[src/itfdt_pkg.sv]
package itfdt_pkg;

    // Default sizes of the converter.
    localparam int DEF_VALUE_BITS = 32;
    localparam int DEF_MAX_DIGITS = 10;

    // Shift-JIS full-width digit encoding.
    localparam logic [7:0] LEAD_BYTE  = 8'h82;
    localparam logic [7:0] DIGIT_BASE = 8'h4F;
    localparam logic [7:0] TERM_BYTE  = 8'h00;

    // BCD digit constants used by the double-dabble cells.
    localparam logic [3:0] DIGIT_ZERO   = 4'd0;
    localparam logic [3:0] DIGIT_NINE   = 4'd9;
    localparam logic [3:0] ADJ_LIMIT    = 4'd5;
    localparam logic [3:0] ADJ_ADDEND   = 4'd3;

    // Controller states.
    typedef enum logic [2:0] {
        S_IDLE,
        S_CONV,
        S_SKIP,
        S_LEAD,
        S_DIGIT,
        S_TERM
    } t_state;

    // Commands broadcast to every digit cell.
    typedef struct packed {
        logic clear;   // load zero
        logic sat;     // load nine
        logic conv;    // double-dabble step: adjust, then shift in one bit
        logic dshift;  // take the digit of the lower neighbor
    } t_cell_ctrl;

endpackage

[src/itfdt_if.sv]
// Input channel: one signed value per beat.
interface itfdt_in_if #(
    parameter int VALUE_BITS = itfdt_pkg::DEF_VALUE_BITS
);
    logic                         valid;
    logic                         ready;
    logic signed [VALUE_BITS-1:0] value;

    modport source (output valid, output value, input ready);
    modport sink   (input valid, input value, output ready);
endinterface

// Output channel: one text byte per beat.
interface itfdt_out_if;
    logic       valid;
    logic       ready;
    logic [7:0] text_byte;
    logic       is_last;

    modport source (output valid, output text_byte, output is_last, input ready);
    modport sink   (input valid, input text_byte, input is_last, output ready);
endinterface

[src/itfdt_cell.sv]
module itfdt_cell
    import itfdt_pkg::*;
(
    input  logic       i_clk,
    input  t_cell_ctrl i_ctrl,
    input  logic       i_bit,
    input  logic [3:0] i_digit,
    output logic       o_bit,
    output logic [3:0] o_digit
);

    logic [3:0] r_digit;
    logic [3:0] n_digit;
    logic [3:0] w_adj;

    // Add three to a digit of five or more before it doubles.
    always_comb begin
        w_adj = (r_digit >= ADJ_LIMIT) ? (r_digit + ADJ_ADDEND) : r_digit;
    end

    assign o_bit   = w_adj[3];
    assign o_digit = r_digit;

    // Next digit value by command.
    always_comb begin
        n_digit = r_digit;
        if (i_ctrl.clear) begin
            n_digit = DIGIT_ZERO;
        end else if (i_ctrl.sat) begin
            n_digit = DIGIT_NINE;
        end else if (i_ctrl.conv) begin
            n_digit = {w_adj[2:0], i_bit};
        end else if (i_ctrl.dshift) begin
            n_digit = i_digit;
        end
    end

    always_ff @(posedge i_clk) begin
        r_digit <= n_digit;
    end

endmodule

[src/int_to_fullwidth_decimal_text.sv]
// Channel | Dir | Payload                     | Beat
// i_in    | in  | value (VALUE_BITS, signed)  | one integer
// o_out   | out | text_byte (8), is_last (1)  | one Shift-JIS byte
//
// A non-negative value is accepted, then its VALUE_BITS-1 magnitude bits go through double
// dabble in the digit-cell chain. It then drops the leading zero digits in the skip
// state and emits a lead byte and a digit byte per digit, then the terminator.
// A negative value goes from the accept straight to its single terminator beat.
// Reset is synchronous and active low; it clears the controller and output valid.
// A stalled output holds the byte; a new value is taken while the terminator waits.
module int_to_fullwidth_decimal_text
    import itfdt_pkg::*;
#(
    parameter int VALUE_BITS = DEF_VALUE_BITS,
    parameter int MAX_DIGITS = DEF_MAX_DIGITS
) (
    input  logic           i_clk,
    input  logic           i_rst_n,
    itfdt_in_if.sink       i_in,
    itfdt_out_if.source    o_out
);

    localparam int MAG_BITS = VALUE_BITS - 1;
    localparam int CNT_W    = $clog2(MAG_BITS);
    localparam int LEFT_W   = $clog2(MAX_DIGITS + 1);

    t_state              r_state;
    t_state              n_state;
    logic [MAG_BITS-1:0] r_bin;
    logic [MAG_BITS-1:0] n_bin;
    logic [CNT_W-1:0]    r_cnt;
    logic [CNT_W-1:0]    n_cnt;
    logic [LEFT_W-1:0]   r_left;
    logic [LEFT_W-1:0]   n_left;
    logic                r_ovf;
    logic                n_ovf;
    logic                r_out_valid;
    logic                n_out_valid;
    logic [7:0]          r_out_byte;
    logic [7:0]          n_out_byte;
    logic                r_out_last;
    logic                n_out_last;

    t_cell_ctrl          w_ctrl;
    logic                w_accept;
    logic                w_out_free;
    logic                w_conv_done;
    logic                w_carry;
    logic [3:0]          w_top;
    logic                w_bit   [MAX_DIGITS+1];
    logic [3:0]          w_dig   [MAX_DIGITS+1];

    assign i_in.ready      = (r_state == S_IDLE);
    assign w_accept        = i_in.valid && i_in.ready;
    assign w_out_free      = !r_out_valid || o_out.ready;
    assign w_conv_done     = (r_cnt == CNT_W'(MAG_BITS - 1));
    assign o_out.valid     = r_out_valid;
    assign o_out.text_byte = r_out_byte;
    assign o_out.is_last   = r_out_last;

    // Digit cell chain, least significant digit at index zero.
    assign w_bit[0] = r_bin[MAG_BITS-1];
    assign w_dig[0] = DIGIT_ZERO;

    for (genvar g = 0; g < MAX_DIGITS; g++) begin : g_cell
        itfdt_cell u_cell (
            .i_clk   (i_clk),
            .i_ctrl  (w_ctrl),
            .i_bit   (w_bit[g]),
            .i_digit (w_dig[g]),
            .o_bit   (w_bit[g+1]),
            .o_digit (w_dig[g+1])
        );
    end

    assign w_carry = w_bit[MAX_DIGITS];
    assign w_top   = w_dig[MAX_DIGITS];

    // Next state.
    always_comb begin
        n_state = r_state;
        case (r_state)
            S_IDLE: begin
                if (w_accept) begin
                    n_state = i_in.value[VALUE_BITS-1] ? S_TERM : S_CONV;
                end
            end
            S_CONV: begin
                if (w_conv_done) begin
                    n_state = S_SKIP;
                end
            end
            S_SKIP: begin
                if (!(w_top == DIGIT_ZERO && r_left > LEFT_W'(1))) begin
                    n_state = S_LEAD;
                end
            end
            S_LEAD: begin
                if (w_out_free) begin
                    n_state = S_DIGIT;
                end
            end
            S_DIGIT: begin
                if (w_out_free) begin
                    n_state = (r_left == LEFT_W'(1)) ? S_TERM : S_LEAD;
                end
            end
            S_TERM: begin
                if (w_out_free) begin
                    n_state = S_IDLE;
                end
            end
            default: n_state = S_IDLE;
        endcase
    end

    // Datapath controls and register updates.
    always_comb begin
        w_ctrl      = '0;
        n_bin       = r_bin;
        n_cnt       = r_cnt;
        n_left      = r_left;
        n_ovf       = r_ovf;
        n_out_valid = r_out_valid && !o_out.ready;
        n_out_byte  = r_out_byte;
        n_out_last  = r_out_last;
        case (r_state)
            S_IDLE: begin
                if (w_accept) begin
                    w_ctrl.clear = 1'b1;
                    n_bin        = i_in.value[MAG_BITS-1:0];
                    n_cnt        = '0;
                    n_ovf        = 1'b0;
                end
            end
            S_CONV: begin
                // A bit leaving the top cell means more digits than cells.
                if (w_conv_done && (r_ovf || w_carry)) begin
                    w_ctrl.sat = 1'b1;
                end else begin
                    w_ctrl.conv = 1'b1;
                end
                n_ovf  = r_ovf || w_carry;
                n_bin  = {r_bin[MAG_BITS-2:0], 1'b0};
                n_cnt  = r_cnt + CNT_W'(1);
                n_left = LEFT_W'(MAX_DIGITS);
            end
            S_SKIP: begin
                if (w_top == DIGIT_ZERO && r_left > LEFT_W'(1)) begin
                    w_ctrl.dshift = 1'b1;
                    n_left        = r_left - LEFT_W'(1);
                end
            end
            S_LEAD: begin
                if (w_out_free) begin
                    n_out_valid = 1'b1;
                    n_out_byte  = LEAD_BYTE;
                    n_out_last  = 1'b0;
                end
            end
            S_DIGIT: begin
                if (w_out_free) begin
                    n_out_valid   = 1'b1;
                    n_out_byte    = DIGIT_BASE + {4'b0000, w_top};
                    n_out_last    = 1'b0;
                    w_ctrl.dshift = 1'b1;
                    n_left        = r_left - LEFT_W'(1);
                end
            end
            S_TERM: begin
                if (w_out_free) begin
                    n_out_valid = 1'b1;
                    n_out_byte  = TERM_BYTE;
                    n_out_last  = 1'b1;
                end
            end
            default: w_ctrl = '0;
        endcase
    end

    // Control registers.
    always_ff @(posedge i_clk) begin
        if (!i_rst_n) begin
            r_state     <= S_IDLE;
            r_out_valid <= 1'b0;
            r_cnt       <= '0;
            r_left      <= '0;
            r_ovf       <= 1'b0;
        end else begin
            r_state     <= n_state;
            r_out_valid <= n_out_valid;
            r_cnt       <= n_cnt;
            r_left      <= n_left;
            r_ovf       <= n_ovf;
        end
    end

    // Payload registers.
    always_ff @(posedge i_clk) begin
        r_bin      <= n_bin;
        r_out_byte <= n_out_byte;
        r_out_last <= n_out_last;
    end

    // While digits are being emitted at least one remains.
    a_left_nonzero: assert property (@(posedge i_clk) disable iff (!i_rst_n)
        (r_state == S_SKIP || r_state == S_LEAD || r_state == S_DIGIT) |-> r_left != '0)
        else $error("digit counter empty while emitting");

    // The last mark only travels with the terminator byte.
    a_last_is_term: assert property (@(posedge i_clk) disable iff (!i_rst_n)
        (r_out_valid && r_out_last) |-> r_out_byte == TERM_BYTE)
        else $error("last mark on a byte other than the terminator");

    // A negative value goes straight to the terminator.
    a_neg_term: assert property (@(posedge i_clk) disable iff (!i_rst_n)
        (w_accept && i_in.value[VALUE_BITS-1]) |=> r_state == S_TERM)
        else $error("negative value did not go to the terminator");

    // A lead byte is always followed by its digit byte.
    a_lead_digit: assert property (@(posedge i_clk) disable iff (!i_rst_n)
        (r_state == S_LEAD && w_out_free) |=> r_state == S_DIGIT)
        else $error("lead byte not followed by a digit");

endmodule

[src/flat_wrapper.sv]
// flat-port wrapper written by rule: the top's interface ports become plain ports
module int_to_fullwidth_decimal_text_flat import itfdt_pkg::*;
#(
    parameter int VALUE_BITS = DEF_VALUE_BITS,
    parameter int MAX_DIGITS = DEF_MAX_DIGITS
)
  (i_clk, i_rst_n, i_in_valid, i_in_value, i_in_ready, o_out_valid, o_out_text_byte, o_out_is_last, o_out_ready);
  itfdt_in_if #(.VALUE_BITS(VALUE_BITS)) i_in_i ();
  itfdt_out_if o_out_i ();
  input  logic i_clk;
  input  logic i_rst_n;
  input wire logic [$bits(i_in_i.valid)-1:0] i_in_valid;
  input wire logic [$bits(i_in_i.value)-1:0] i_in_value;
  output wire logic [$bits(i_in_i.ready)-1:0] i_in_ready;
  output wire logic [$bits(o_out_i.valid)-1:0] o_out_valid;
  output wire logic [$bits(o_out_i.text_byte)-1:0] o_out_text_byte;
  output wire logic [$bits(o_out_i.is_last)-1:0] o_out_is_last;
  input wire logic [$bits(o_out_i.ready)-1:0] o_out_ready;
  assign i_in_i.valid = i_in_valid;
  assign i_in_i.value = i_in_value;
  assign i_in_ready = i_in_i.ready;
  assign o_out_valid = o_out_i.valid;
  assign o_out_text_byte = o_out_i.text_byte;
  assign o_out_is_last = o_out_i.is_last;
  assign o_out_i.ready = o_out_ready;
  int_to_fullwidth_decimal_text #(.VALUE_BITS(VALUE_BITS), .MAX_DIGITS(MAX_DIGITS)) u_core (.i_clk(i_clk), .i_rst_n(i_rst_n), .i_in(i_in_i), .o_out(o_out_i));
endmodule
[config.mk]
export PLATFORM = sky130hd
export DESIGN_NAME = int_to_fullwidth_decimal_text_flat
export DESIGN_NICKNAME = d
export VERILOG_FILES = /design/src/itfdt_pkg.sv /design/src/itfdt_if.sv /design/src/itfdt_cell.sv /design/src/int_to_fullwidth_decimal_text.sv /design/src/flat_wrapper.sv
export SDC_FILE = /design/constraint.sdc
export NUM_CORES = 1
export LEC_CHECK = 0
export BUFFER_PORTS_ARGS = -buffer_cell sky130_fd_sc_hd__buf_2
export CORE_MARGIN = 1.5
export CORE_UTILIZATION = 40
export DETAILED_ROUTE_END_ITERATION = 10
export PLACE_DENSITY = 0.58
export RECOVER_POWER = 25
export SLEW_MARGIN = 0
export SYNTH_ARGS = -nofsm -noshare
export SYNTH_HDL_FRONTEND = slang
export SYNTH_SLANG_ARGS = --single-unit
[constraint.sdc]
create_clock -name i_clk -period 2.7 [get_ports i_clk]
set_clock_uncertainty 0.05 [all_clocks]
set_input_delay 0.135 -clock i_clk [delete_from_list [all_inputs] [get_ports i_clk]]
set_output_delay 0.135 -clock i_clk [all_outputs]
set_load 0.05 [all_outputs]
=== Yosys cells after proc, flatten, opt, wreduce, memory -nomap -nowiden ===
Cells that the tools add are included.

* Output and inout port bits: 11
* Logic and storage cells: 166
* Bits in writable memories: 0
* Bits in registers: 94
* ROM bits: 0
* Input bits: 36
* Memories: 0
* Bits in latches: 0

* Bitwise gates (word level): 0
* Multiplexer cells: 75
* Reductions and logical operators: 24
* Div/mod/pow operators: 0
* $add $sub $neg: 13
* Multiply operators: 0
* $lt $le $gt $ge: 11
* Eq/ne operators: 15
* Shift-type cells: 0

{| class="wikitable"
|+ Operators by type and width
! cell !! number
|-
| 4-bit 2-to-1 mux || 42
|-
| 31-bit case mux with 2 select lines || 1
|-
| 4-bit by 2-bit adder with 4-bit output (second input constant) || 10
|-
| 4-bit by 3-bit greater-or-equal comparator with 1-bit output (second input constant) || 10
|-
| 31-bit 2-to-1 mux || 1
|-
| 3-bit 2-to-1 mux || 8
|-
| 8-bit 2-to-1 mux || 3
|-
| 8-bit case mux with 3 select lines || 1
|-
| 3-bit case mux with 6 select lines || 1
|-
| 2-bit by 1-bit != test with 1-bit output (second input constant) || 6
|-
| 4-bit case mux with 3 select lines || 1
|-
| 1-bit 2-to-1 mux || 11
|-
| 5-bit case mux with 2 select lines || 1
|-
| 3-bit nonzero test || 3
|-
| 7-bit by 4-bit adder with 8-bit output (first input constant) || 1
|-
| 3-bit by 2-bit equality test with 1-bit output (second input constant) || 2
|-
| 3-bit equality test (second input constant) || 2
|-
| 1-bit case mux with 2 select lines || 3
|-
| 3-bit AND reduction || 2
|-
| 6-bit AND reduction || 1
|-
| 2-bit nonzero test || 3
|-
| 5-bit by 1-bit adder with 5-bit output (second input constant) || 1
|-
| 5-bit equality test (second input constant) || 1
|-
| 5-bit 2-to-1 mux || 1
|-
| other kinds (15) || 22
|}

=== Depth between registers and ports, before layout ===
Gate-level depths: netlist of the first run.

* Depth after elaboration: 8
* Depth in mapped cells: 10
* Gate-level depth less buffers: 7

=== Hierarchy ===
A second synthesis of the first run with hierarchy kept.

* Cells, all modules: 631
* Area, all modules: 5640.4 µm²

{| class="wikitable"
|+ By module, submodules not included
! module !! cells an instance !! area an instance (µm²) !! instances
|-
| itfdt_cell || 36 || 301.5 || 10
|-
| int_to_fullwidth_decimal_text || 271 || 2625.0 || 1
|}

=== Least setup slack after synthesis of the first run ===
OpenSTA, ideal clock, no wires.

* Kind: reg-to-reg
* Start: reg u_core.r_state[2]
* End: reg u_core.r_cnt[0]
* Path slack: -0.555 ns
* Stages on the path, launching flop included: 7
* Buffers on the path: 1
* Data arrival time: 3.088 ns
* Setup time: 0.117 ns
* Cell sequence: dfxtp_1 -> buf_2 -> nor3_1 -> nand2_1 -> nand2_1 -> mux2_2 -> nor2_1

* Cells in the longest elaborated chain, start to end: 4
* Elaborated cells on any way between the ends: 7
* Classes of those cells: eq/ne: 2; mux: 1; reduce/logical: 4

{| class="wikitable"
|+ RTL lines
! element !! line !! RTL
|-
| from (decl) || int_to_fullwidth_decimal_text.sv:27 || <nowiki>t_state r_state;</nowiki>
|-
| from (signal assigned) || int_to_fullwidth_decimal_text.sv:190 || <nowiki>r_state <= n_state;</nowiki>
|-
| 3-bit zero test * || int_to_fullwidth_decimal_text.sv:53 || <nowiki>assign i_in.ready = (r_state == S_IDLE);</nowiki>
|-
| named net i_in_ready || flat_wrapper.sv:14 || <nowiki>output wire logic [$bits(i_in_i.ready)-1:0] i_in_ready;</nowiki>
|-
| 1-bit logical AND || int_to_fullwidth_decimal_text.sv:54 || <nowiki>assign w_accept = i_in.valid && i_in.ready;</nowiki>
|-
| 2-bit != test (no source line) || n/a ||
|-
| 2-bit AND reduction (no source line) || n/a ||
|-
| to (signal assigned) || int_to_fullwidth_decimal_text.sv:192 || <nowiki>r_cnt <= n_cnt;</nowiki>
|-
| to (decl) || int_to_fullwidth_decimal_text.sv:31 || <nowiki>logic [CNT_W-1:0] r_cnt;</nowiki>
|}

Mark *: on every way through the listed nets, which the timed path passes. The rest lies on a longest branch.
A chain may end at the register's enable or synchronous reset.

=== Worst setup path after layout of the first run ===
* Start: reg u_core.g_cell[9].u_cell.r_digit[0]
* End: reg u_core.r_left[3]

* Cells in the longest elaborated chain, start to end: 4

{| class="wikitable"
|+ RTL lines
! element !! line !! RTL
|-
| from (decl) || itfdt_cell.sv:12 || <nowiki>logic [3:0] r_digit;</nowiki>
|-
| from (signal assigned) || itfdt_cell.sv:39 || <nowiki>r_digit <= n_digit;</nowiki>
|-
| 4-bit zero test || int_to_fullwidth_decimal_text.sv:149 || <nowiki>if (w_top == DIGIT_ZERO && r_left > LEFT_W'(1)) begin</nowiki>
|-
| 1-bit logical AND || int_to_fullwidth_decimal_text.sv:149 ||
|-
| 2-bit by 1-bit != test with 1-bit output (no source line) || n/a ||
|-
| 3-bit AND reduction (no source line) || n/a ||
|-
| to (signal assigned) || int_to_fullwidth_decimal_text.sv:193 || <nowiki>r_left <= n_left;</nowiki>
|-
| to (decl) || int_to_fullwidth_decimal_text.sv:33 || <nowiki>logic [LEFT_W-1:0] r_left;</nowiki>
|}

No other way between the ends.

==> summary.md, run 1 <==
| Metric | Value |
|---|---|
| Pre-CTS setup slack | `0.182 ns` |
| Leak | `2.44 nW` |
| Die Y | `117 um` |
| GRT Total Usage | `18.1%` |
| Worst r2r path cells | `8` |
| Worst hold margin | `0.0136 ns` |
| R2R Path End | `u_core.r_left[3]` |
| Setup violations, final | `0` |
| Final worst path period share | `92.7%` |
| Sequential share of the synthesized area | `43.5%` |
| Outcome | `completed` |
| HPWL Detailed | `7840 um` |
| DRC | `0` |
| Num CTS Buffers | `9` |
| Core area | `0.0126 mm2` |
| Number of port buffers | `45` |
| Critical path arrival | `2.69 ns` |
| Max Freq | `400 MHz` |
| Worst Setup Start Kind | `flip-flop` |
| Final ANT Viol Nets | `0` |
| Full die area | `0.0136 mm2` |
| CTS resizes | `0` |
| Mapped Area | `0.00518 mm2` |
| Via/cell ratio | `5.27` |
| Pwr/cell area | `1180 mW/mm2` |
| Area contributors post-synth | `edfxtp_1 (23%), dfxtp_1 (21%), nand2_1 (7.6%)` |
| Layout area overhead | `15.5%` |
| RR Startpoint | `u_core.g_cell[9].u_cell.o_digit[0]` |
| Cell variety after synth | `51` |
| Crit-path max FO | `13` |
| Worst-Margin Slew | `0.874 ns` |
| Synth area leader | `edfxtp_1` |
| I/O pin count | `47` |
| Max-slew headroom | `41.4%` |
| Fin. max-slew vios | `0` |
| Layout Nets | `688` |
| CP Class | `flip-flop to flip-flop` |
| FP Rows | `41` |
| HP Start | `i_in_value[20]` |
| Peak VDD IR | `0.000421 V` |
| Grt total ovfl | `0` |
| Routed len/inst | `14.4 um` |
| Final Critical Period | `2.50 ns` |
| Hold Path End | `u_core.r_bin[20]` |
| Max clock buf depth | `2` |
| Setup TNS | `0 ns` |
| Required @ worst endpoint | `2.88 ns` |
| RSZ-0062 raised after global routing | `false` |
| Core Util, Final | `47.4%` |
| Starting Density | `41.1%` |
| Max cap viols | `0` |
| Post-synth EDFFs | `39` |
| Initial antenna violation count | `0` |
| CP Launch Point | `u_core.g_cell[9].u_cell.o_digit[0]` |
| CP endpoint kind | `flip-flop` |
| Hold Crit Depth | `3` |
| Clock sinks | `93` |
| DRT Pass-1 Iters | `5` |
| Routability cong. | `0.778` |
| Share of the synthesized area in the top cell type | `22.6%` |
| CTS HTree Levels | `3` |
| Synth Area per Inst | `8.97 um2` |
| Global-route wire length before repair | `19,700 um` |
| Worst-skew pair later-pin latency | `0.34 ns` |
| DR iter-0 viols | `308` |
| CTS Hold Bufs | `8` |
| Syn_nets | `638` |
| HP Class | `primary input to flip-flop` |
| Fin. Hold Viols | `0` |
| Pin count of the biggest net entering global routing | `32` |
| Vias in the first global route | `4,047` |
| Ys Warns | `0` |
| Share of cells above drive strength 1 | `13.1%` |
| Layout fillers | `1,246` |
| Asr flop ratio synth | `0%` |
| Clock root buffer | `clkbuf_16` |
| Reg2reg setup slack | `0.20 ns` |
| Drt total wl | `11,600 um` |
| Fin worst setup slack | `0.198 ns` |
| Synth Flop Type | `dfxtp_1` |
| Post-Syn Instances | `578` |
| Antenna Cells | `0` |
| Setup bufs post-CTS | `0` |
| Clk pin slew, worst setup/hold paths | `0.07 ns` |
| Synth Register Bits | `93` |
| Die X | `117 um` |
| Routed vias | `4,243` |
| TritonCTS clock tree | `yes` |
how the worst max path moves through the flow:
stage,endpoint,depth (start not counted)
floorplan,u_core.r_cnt[0],6
global placement,u_core.r_left[3],8
detailed placement,u_core.r_left[3],8
CTS,u_core.r_left[3],8
global route,u_core.r_left[3],8
finish,u_core.r_left[3],8
cells in the final DEF (no fill, tap or decap), types with 20 or more instances in the layout:
master and instances:
a21oi_1 39, buf_2 36, dfxtp_1 54, edfxtp_1 39, ha_1 24, inv_1 26
mux2i_1 25, nand2_1 104, nor2_1 33, nor3b_1 20, o21ai_0 50
critical path, stage by stage (launching register included):
cell	delay, ns
dfxtp_1	0.37
inv_1	0.08
ha_1	0.25
nor3b_2	0.26
o311a_1	0.50
or2_1	0.18
buf_4	0.19
mux2_4	0.31
o221a_1	0.21
registers in the layout, summed over array words and instances (netlist names):
signal,count
u_core.r_state,3
u_core.o_out.text_byte,7
u_core.r_left,4
u_core.g_cell.u_cell.o_digit,40
u_core.o_out.valid,1
u_core.o_out.is_last,1
u_core.r_bin,31
u_core.r_ovf,1
u_core.r_cnt,5
Yosys cell counts, types with 2 or more instances:
master / count
a211oi_1: 16
a21oi_1: 39
a221oi_1: 15
a221oi_2: 2
a22oi_1: 8
a31oi_1: 5
and2_1: 3
buf_2: 11
buf_4: 2
buf_6: 6
clkbuf_1: 15
dfxtp_1: 54
edfxtp_1: 39
ha_1: 24
inv_1: 26
mux2_2: 3
mux2i_1: 25
nand2_1: 105
nand2b_1: 13
nand3_1: 11
nor2_1: 33
nor2b_1: 5
nor3_1: 7
nor3b_1: 19
nor3b_2: 2
o21a_1: 4
o21ai_0: 50
o21ai_1: 2
xnor2_1: 12
cells by family (layout without fill, tap and decap cells):
kind of cell	count (synthesis)	after routing	synth area share [%]
compound gates	152	152	18.4
fa+ha+maj	24	24	5.79
flops	93	93	43.5
buf+inv	62	117	5.77
other cells	1	1	0.0724
xor+xnor	13	13	2.20
simple gates	204	204	18.5
mux	29	29	5.77
metal layers:
layer | track usage, % | wire, um
met4 | 6.02 | 144
met2 | 28.9 | 5380
met1 | 24.6 | 5610
met5 | 0 | 0
met3 | 3.91 | 463
layout make-up:
| class | instances | area (um2) | share of cell area (%) |
|---|---|---|---|
| Tap cell | 172 | 215 | 3.60 |
| Clock buffer | 11 | 233 | 3.89 |
| Inverter | 27 | 101 | 1.69 |
| Timing Repair Buffer | 74 | 467 | 7.80 |
| Multi-Input combinational cell | 423 | 2640 | 44.1 |
| Clock inverter | 5 | 76.3 | 1.28 |
| Sequential cell | 93 | 2250 | 37.6 |
power breakdown:
part | internal, mW | total, mW | switching (mW)
clock network | 0.808 | 1.33 | 0.526
logic | 1.29 | 3.14 | 1.86
registers | 2.16 | 2.60 | 0.438
total | 4.26 | 7.08 | 2.82
through the flow:
step | std cells | power (mW) | instance area (um2)
after floorplan | 578 | 4.97 | 5190
after global placement | 781 | 5.70 | 5630
after detailed placement | 781 | 5.80 | 5630
after CTS | 805 | 7.17 | 6020
after global routing | 805 | 7.65 | 5980
final | 805 | 7.08 | 5980
Power figures use the tool's default switching activity.
==> run 2, diff against run 1 <==
- PLACE_DENSITY: 0.58 -> 0.61
- clock period: 2.7 -> 2.3 ns (I/O delays scaled with it)
==> run 2 against run 1 <==
Effect of this change:
- fmax rose by 18%
- design area rose by 5.5%
- clock power is 19% higher
- non-clock buffer count increased by 27
- clock-buffer cell count up 1
- via count grew 1.9%
- critical endpoint is now u_core.r_left[2]
==> summary.md, run 2 (synthesized netlist as in run 1, its figures left out) <==
| Metric | Value |
|---|---|
| HP Class | `primary input to flip-flop` |
| Max cap viols | `0 (unchanged)` |
| Crit-path max FO | `9 (-4)` |
| Pin count of the biggest net entering global routing | `36 (+13%)` |
| Worst Setup Start Kind | `flip-flop` |
| Critical path, cell by cell | `inv_1, ha_1, nor2_1, o311a_1, buf_4, nor2_4, mux2_2, a211oi_1` |
| Clk pin slew, worst setup/hold paths | `0.07 ns (about the same)` |
| Routability cong. | `0.858 (+10%)` |
| Critical path's top delay family | `compound AO/OA/AOI/OAI gates` |
| Int Pwr | `5.09 mW (+20%)` |
| Grt total ovfl | `0 (unchanged)` |
| Leak | `2.58 nW (+5.9%)` |
| Required @ worst endpoint | `2.51 ns (-0.37 ns)` |
| DRT Pass-1 Iters | `4 (-1)` |
| Number of flip-flops in the largest register | `40 (unchanged)` |
| Slowest CP cell | `o311a_1` |
| Share of cells above drive strength 1 | `13.9% (+0.83 points)` |
| Setup bufs post-CTS | `0 (unchanged)` |
| Commonest non-fill, non-tap cell in the layout | `nand2_1` |
| Worst hold margin | `0.0128 ns (-0.000895 ns)` |
| Max-slew headroom | `51.0% (+9.6 points)` |
| RSZ-0062 raised after global routing | `false` |
| Setup TNS | `0 ns (unchanged)` |
| Routed vias | `4,323 (+1.9%)` |
| CP Class | `flip-flop to flip-flop` |
| Pre-CTS setup slack | `0.208 ns (+0.0251 ns)` |
| DRC | `0 (unchanged)` |
| Hold Crit Depth | `2 (-1)` |
| Cell Count Post-Placement | `786 (+0.64%)` |
| I/O pin count | `47 (unchanged)` |
| Layout fillers | `1,194 (-4.2%)` |
| Final ANT Viol Nets | `0 (unchanged)` |
| HPWL Detailed | `7860 um (+0.27%)` |
| Final Critical Period | `2.11 ns (-0.389 ns)` |
| CP bufs+invs | `2 (unchanged)` |
| Placement-stage cell area | `0.00571 mm2 (+1.4%)` |
| Clock sinks | `93 (unchanged)` |
| Worst-skew pair later-pin latency | `0.36 ns (+0.02 ns)` |
| Psw | `3.42 mW (+21%)` |
| TritonCTS clock tree | `yes` |
| Number of port buffers | `45 (unchanged)` |
| GRT Total Usage | `19.0% (+0.83 points)` |
| Max clock buf depth | `2 (unchanged)` |
| FP Rows | `41 (unchanged)` |
| Layout area overhead | `21.8%` |
| CP max stage delay | `0.36 ns (-0.14 ns)` |
| Worst r2r path cells | `8 (unchanged)` |
| Commonest non-fill, non-tap cells in the layout | `nand2_1 (105), dfxtp_1 (54), o21ai_0 (50)` |
| Layout Cells excl Fill | `832 (+3.4%)` |
| Critical path arrival | `2.33 ns (-0.36 ns)` |
| Routed len/inst | `14.4 um (+0.18%)` |
| Reg2reg setup slack | `0.19 ns (about the same)` |
| Seq pwr share | `35.6% (-1.1 points)` |
| CP endpoint kind | `flip-flop` |
| Fin worst setup slack | `0.187 ns (-0.0107 ns)` |
| Fin. Hold Viols | `0 (unchanged)` |
| Global-route wire length before repair | `20,100 um (+2.2%)` |
| Final worst path period share | `91.8% (-0.81 points)` |
| Die Y | `117 um (unchanged)` |
| R2R Path End | `u_core.r_left[2]` |
| HP Start | `i_rst_n` |
| Full die area | `0.0136 mm2 (unchanged)` |
| Clk pwr share | `18.6% (-0.2 points)` |
| Clock root buffer | `clkbuf_16` |
| Outcome | `completed` |
| Die X | `117 um (unchanged)` |
| Worst-Margin Slew | `0.731 ns (-0.142 ns)` |
| DR iter-0 viols | `268 (-13%)` |
| Fin. max-slew vios | `0 (unchanged)` |
| Drt total wl | `12,000 um (+3.5%)` |
| Setup violations, final | `0 (unchanged)` |
| CTS HTree Levels | `3 (unchanged)` |
| Hold Path End | `u_core.o_out.valid` |
| Peak VDD IR | `0.000585 V (+39%)` |
| Starting Density | `41.1% (unchanged)` |
| Layout Nets | `715 (+3.9%)` |
| Tot Pwr | `8.51 mW (+20%)` |
| Switch share | `40.2% (+0.33 points)` |
| Max Freq | `473 MHz (+18%)` |
| RR Startpoint | `u_core.r_left[0]` |
| Vias in the first global route | `4,198 (+3.7%)` |
| Combinational power share | `45.8% (+1.4 points)` |
| Num CTS Buffers | `9 (unchanged)` |
| Initial antenna violation count | `0 (unchanged)` |
| Core Util, Final | `50.0% (+2.6 points)` |
| Post-route design area | `0.00631 mm2 (+5.5%)` |
| Pwr/cell area | `1350 mW/mm2 (+14%)` |
| Antenna Cells | `0 (unchanged)` |
| Core area | `0.0126 mm2 (unchanged)` |
| Via/cell ratio | `5.20 (-1.4%)` |
run 2: cell types whose count changed in the layout (fill, tap and decap cells not counted), sizes merged:
cell / delta
bufinv: -2
dlygate4sd3: +22
buf: +6
inv: +1
run 2: how the worst max path moves through the flow:
stage / from / end / slack (ns) / cells past startpoint
floorplan: u_core.r_state[2] / u_core.r_cnt[0] / 0.16 / 6
global placement: u_core.r_left[0] / u_core.r_left[2] / 0.29 / 8
detailed placement: u_core.r_left[0] / u_core.g_cell[8].u_cell.o_digit[3] / 0.21 / 9
CTS: u_core.r_left[0] / u_core.r_left[2] / 0.19 / 8
global route: u_core.r_left[0] / u_core.g_cell[6].u_cell.o_digit[0] / 0.007 / 8
finish: u_core.r_left[0] / u_core.r_left[2] / 0.19 / 8
run 2: power groups by stage:
stage               registers (mW)  logic (mW)  clock network (mW)
floorplan                     3.01        2.84                   0
detailed placement            3.06        3.87                   0
global route                  3.12        4.38                1.69
global placement              3.04        3.78                   0
finish                        3.03        3.89                1.58
CTS                           3.03        3.93                1.63
run 2: layout make-up:
class                      count  area [um2]  area share, %
multi-input combinational    423        2650           42.0
timing repair buffer         101         767           12.2
clock inverter                 4        33.8          0.535
inverter                      27         101           1.61
sequential                    93        2250           35.7
tap                          172         215           3.41
clock buffer                  12         289           4.58
run 2: layer usage:
| layer | wire length, um | track usage, % | vias to the layer above |
|---|---|---|---|
| met3 | 595 | 5.25 | 14 |
| met5 | 0 | 0 | - |
| met4 | 157 | 5.14 | 0 |
| met1 | 5520 | 23.9 | 2007 |
| li1 | - | - | 2201 |
| met2 | 5740 | 32.2 | 101 |
run 2: what timing repair did:
item                                    in CTS  in global routing
resized for setup                            0                  1
hold buffers                                30                  0
endpoints found under the setup margin       0                  1
endpoints found under the hold margin       30                  0
==> run 3, diff against run 2 <==
- PLACE_DENSITY: 0.61 -> unset
- PLACE_DENSITY_LB_ADDON: unset -> 0.25
==> run 3 against run 2 <==
Effect of this change:
- hold slack got worse by 0.0020 ns
- clock power is 7% lower
- worst setup slack improved by 0.053 ns
- register-to-register slack better by 0.05 ns
- die area did not move
- final cell count down 0.48%
- sequential power barely moved
- total power shrank 0.86%
- global-route usage down 0.11 points
- critical path depth unchanged
- design area shrank 1.3%
- fmax is 2.6% higher
==> summary.md, run 3 (synthesized netlist as in run 1, its figures left out) <==
| Metric | Value |
|---|---|
| Outcome | `completed` |
| Max cap viols | `0 (unchanged)` |
| Final worst path period share | `89.5% (-2.3 points)` |
| Global-route wire length before repair | `20,300 um (+0.79%)` |
| Grt total ovfl | `0 (unchanged)` |
| M1 WL | `5630 um (+2.0%)` |
| Setup violations, final | `0 (unchanged)` |
| Layout Nets | `711 (-0.56%)` |
| Clk pin slew, worst setup/hold paths | `0.07 ns (about the same)` |
| Routability cong. | `0.842 (-1.9%)` |
| Routed len/inst | `14.6 um (+1.2%)` |
| Commonest non-fill, non-tap cell in the layout | `nand2_1` |
| Num CTS Buffers | `9 (unchanged)` |
| Starting Density | `41.1% (unchanged)` |
| Vias in the first global route | `4,185 (-0.31%)` |
| DRC | `0 (unchanged)` |
| Drt total wl | `12,100 um (+0.70%)` |
| Final ANT Viol Nets | `0 (unchanged)` |
| Clock root buffer | `clkbuf_16` |
| Required @ worst endpoint | `2.50 ns (about the same)` |
| CP Class | `flip-flop to flip-flop` |
| Crit-path max FO | `9 (unchanged)` |
| Worst-skew pair later-pin latency | `0.35 ns (about the same)` |
| HP Class | `primary input to flip-flop` |
| Number of port buffers | `45 (unchanged)` |
| DR iter-0 viols | `354 (+32%)` |
| Fin. max-slew vios | `0 (unchanged)` |
| Fin. Hold Viols | `0 (unchanged)` |
| Layout area overhead | `20.2%` |
| Worst-Margin Slew | `0.627 ns (-0.105 ns)` |
| Initial antenna violation count | `0 (unchanged)` |
| Pre-CTS setup slack | `0.110 ns (-0.0980 ns)` |
| CP endpoint kind | `flip-flop` |
| Peak VDD IR | `0.000538 V (-8.1%)` |
| FP Rows | `41 (unchanged)` |
| GRT Total Usage | `18.9% (-0.11 points)` |
| Core area | `0.0126 mm2 (unchanged)` |
| Routed vias | `4,364 (+0.95%)` |
| HPWL Detailed | `8210 um (+4.5%)` |
| Die Y | `117 um (unchanged)` |
| Pwr/cell area | `1350 mW/mm2 (+0.49%)` |
| Clock sinks | `93 (unchanged)` |
| Antenna Cells | `0 (unchanged)` |
| TritonCTS clock tree | `yes` |
| Full die area | `0.0136 mm2 (unchanged)` |
| Commonest non-fill, non-tap cells in the layout | `nand2_1 (104), dfxtp_1 (54), o21ai_0 (49)` |
| Worst Setup Start Kind | `flip-flop` |
| CTS HTree Levels | `3 (unchanged)` |
| I/O pin count | `47 (unchanged)` |
| Share of cells above drive strength 1 | `14.2% (+0.24 points)` |
| Setup TNS | `0 ns (unchanged)` |
| Fin worst setup slack | `0.241 ns (+0.0533 ns)` |
| Met3 Routed Length | `378 um (-36%)` |
| Via/cell ratio | `5.27 (+1.4%)` |
| Met2 wire len | `5940 um (+3.4%)` |
| Die X | `117 um (unchanged)` |
| RSZ-0062 raised after global routing | `false` |
| Final Critical Period | `2.06 ns (-0.0533 ns)` |
| Pin count of the biggest net entering global routing | `36 (unchanged)` |
| DRT Pass-1 Iters | `4 (unchanged)` |
| DR top layer | `met4` |
| Max-slew headroom | `58.4% (+7.4 points)` |
| Critical path arrival | `2.26 ns (-0.07 ns)` |
| Max clock buf depth | `2 (unchanged)` |
| Leak | `2.54 nW (-1.6%)` |
| Number of flip-flops in the largest register | `40 (unchanged)` |
| Max Freq | `486 MHz (+2.6%)` |
-- run 3: per-stage QoR --
| stage | total power, mW | utilization, % | cells | instance area [um2] | hold slack [ns] |
|---|---|---|---|---|---|
| final | 8.44 | 49.3 | 828 | 6230 | 0.0108 |
| after global routing | 9.10 | 49.3 | 828 | 6230 | 0.0176 |
| after CTS | 8.49 | 49.4 | 828 | 6240 | 0.000137 |
| after detailed placement | 6.98 | 45.3 | 788 | 5710 | 0.335 |
| after global placement | 6.81 | 45.3 | 788 | 5710 | 0.330 |
| after floorplan | 5.85 | - | 578 | 5200 | 0.182 |
-- run 3: final cells by class --
type                    instances  area (um2)
repair buffers                 97         712
clock buffers                  12         236
fillers                      1194        6390
well taps                     172         215
clock inverters                 4        48.8
multi-input cells             423        2660
inverters                      27         101
flip-flops and latches         93        2250
-- run 3: repair_timing --
| item | 4_1_cts | 5_1_grt |
|---|---|---|
| endpoints found under the hold margin | 24 | 0 |
| setup buffers | 0 | 0 |
| hold buffers | 24 | 0 |
| endpoints found under the setup margin | 0 | 15 |
| gates resized for setup | 0 | 3 |
-- run 3: critical path, stage by stage, from the launching register on --
cell	delay, ns
dfxtp_1	0.38
inv_1	0.08
ha_1	0.23
nor2_1	0.16
o311a_1	0.27
or2_4	0.21
buf_4	0.18
o21ai_0	0.08
a221oi_1	0.31
-- run 3: power breakdown --
group | switching (mW) | leakage (nW) | internal (mW)
Sequential | 0.506 | 0.822 | 2.54
Combinational | 2.26 | 1.59 | 1.66
Clock | 0.630 | 0.130 | 0.841
-- run 3: final timing paths --
kind                          from                                  to  slack, ns  depth (start not counted)
setup / recovery  u_core.r_left[0]  u_core.g_cell[7].u_cell.o_digit[0]       0.24                          8
hold / removal       i_in_value[2]                     u_core.r_bin[2]       0.01                          3
setup reg to reg  u_core.r_left[0]  u_core.g_cell[7].u_cell.o_digit[0]       0.24                          8
hold reg to reg    u_core.r_cnt[4]                     u_core.r_cnt[4]       0.43                          1
-- run 3: per-layer routing --
| layer | GRT usage [%] | up-vias |
|---|---|---|
| li1 | - | 2190 |
| met1 | 24.3 | 2087 |
| met2 | 31.3 | 71 |
| met3 | 4.58 | 16 |
| met4 | 6.10 | 0 |
| met5 | 0 | - |
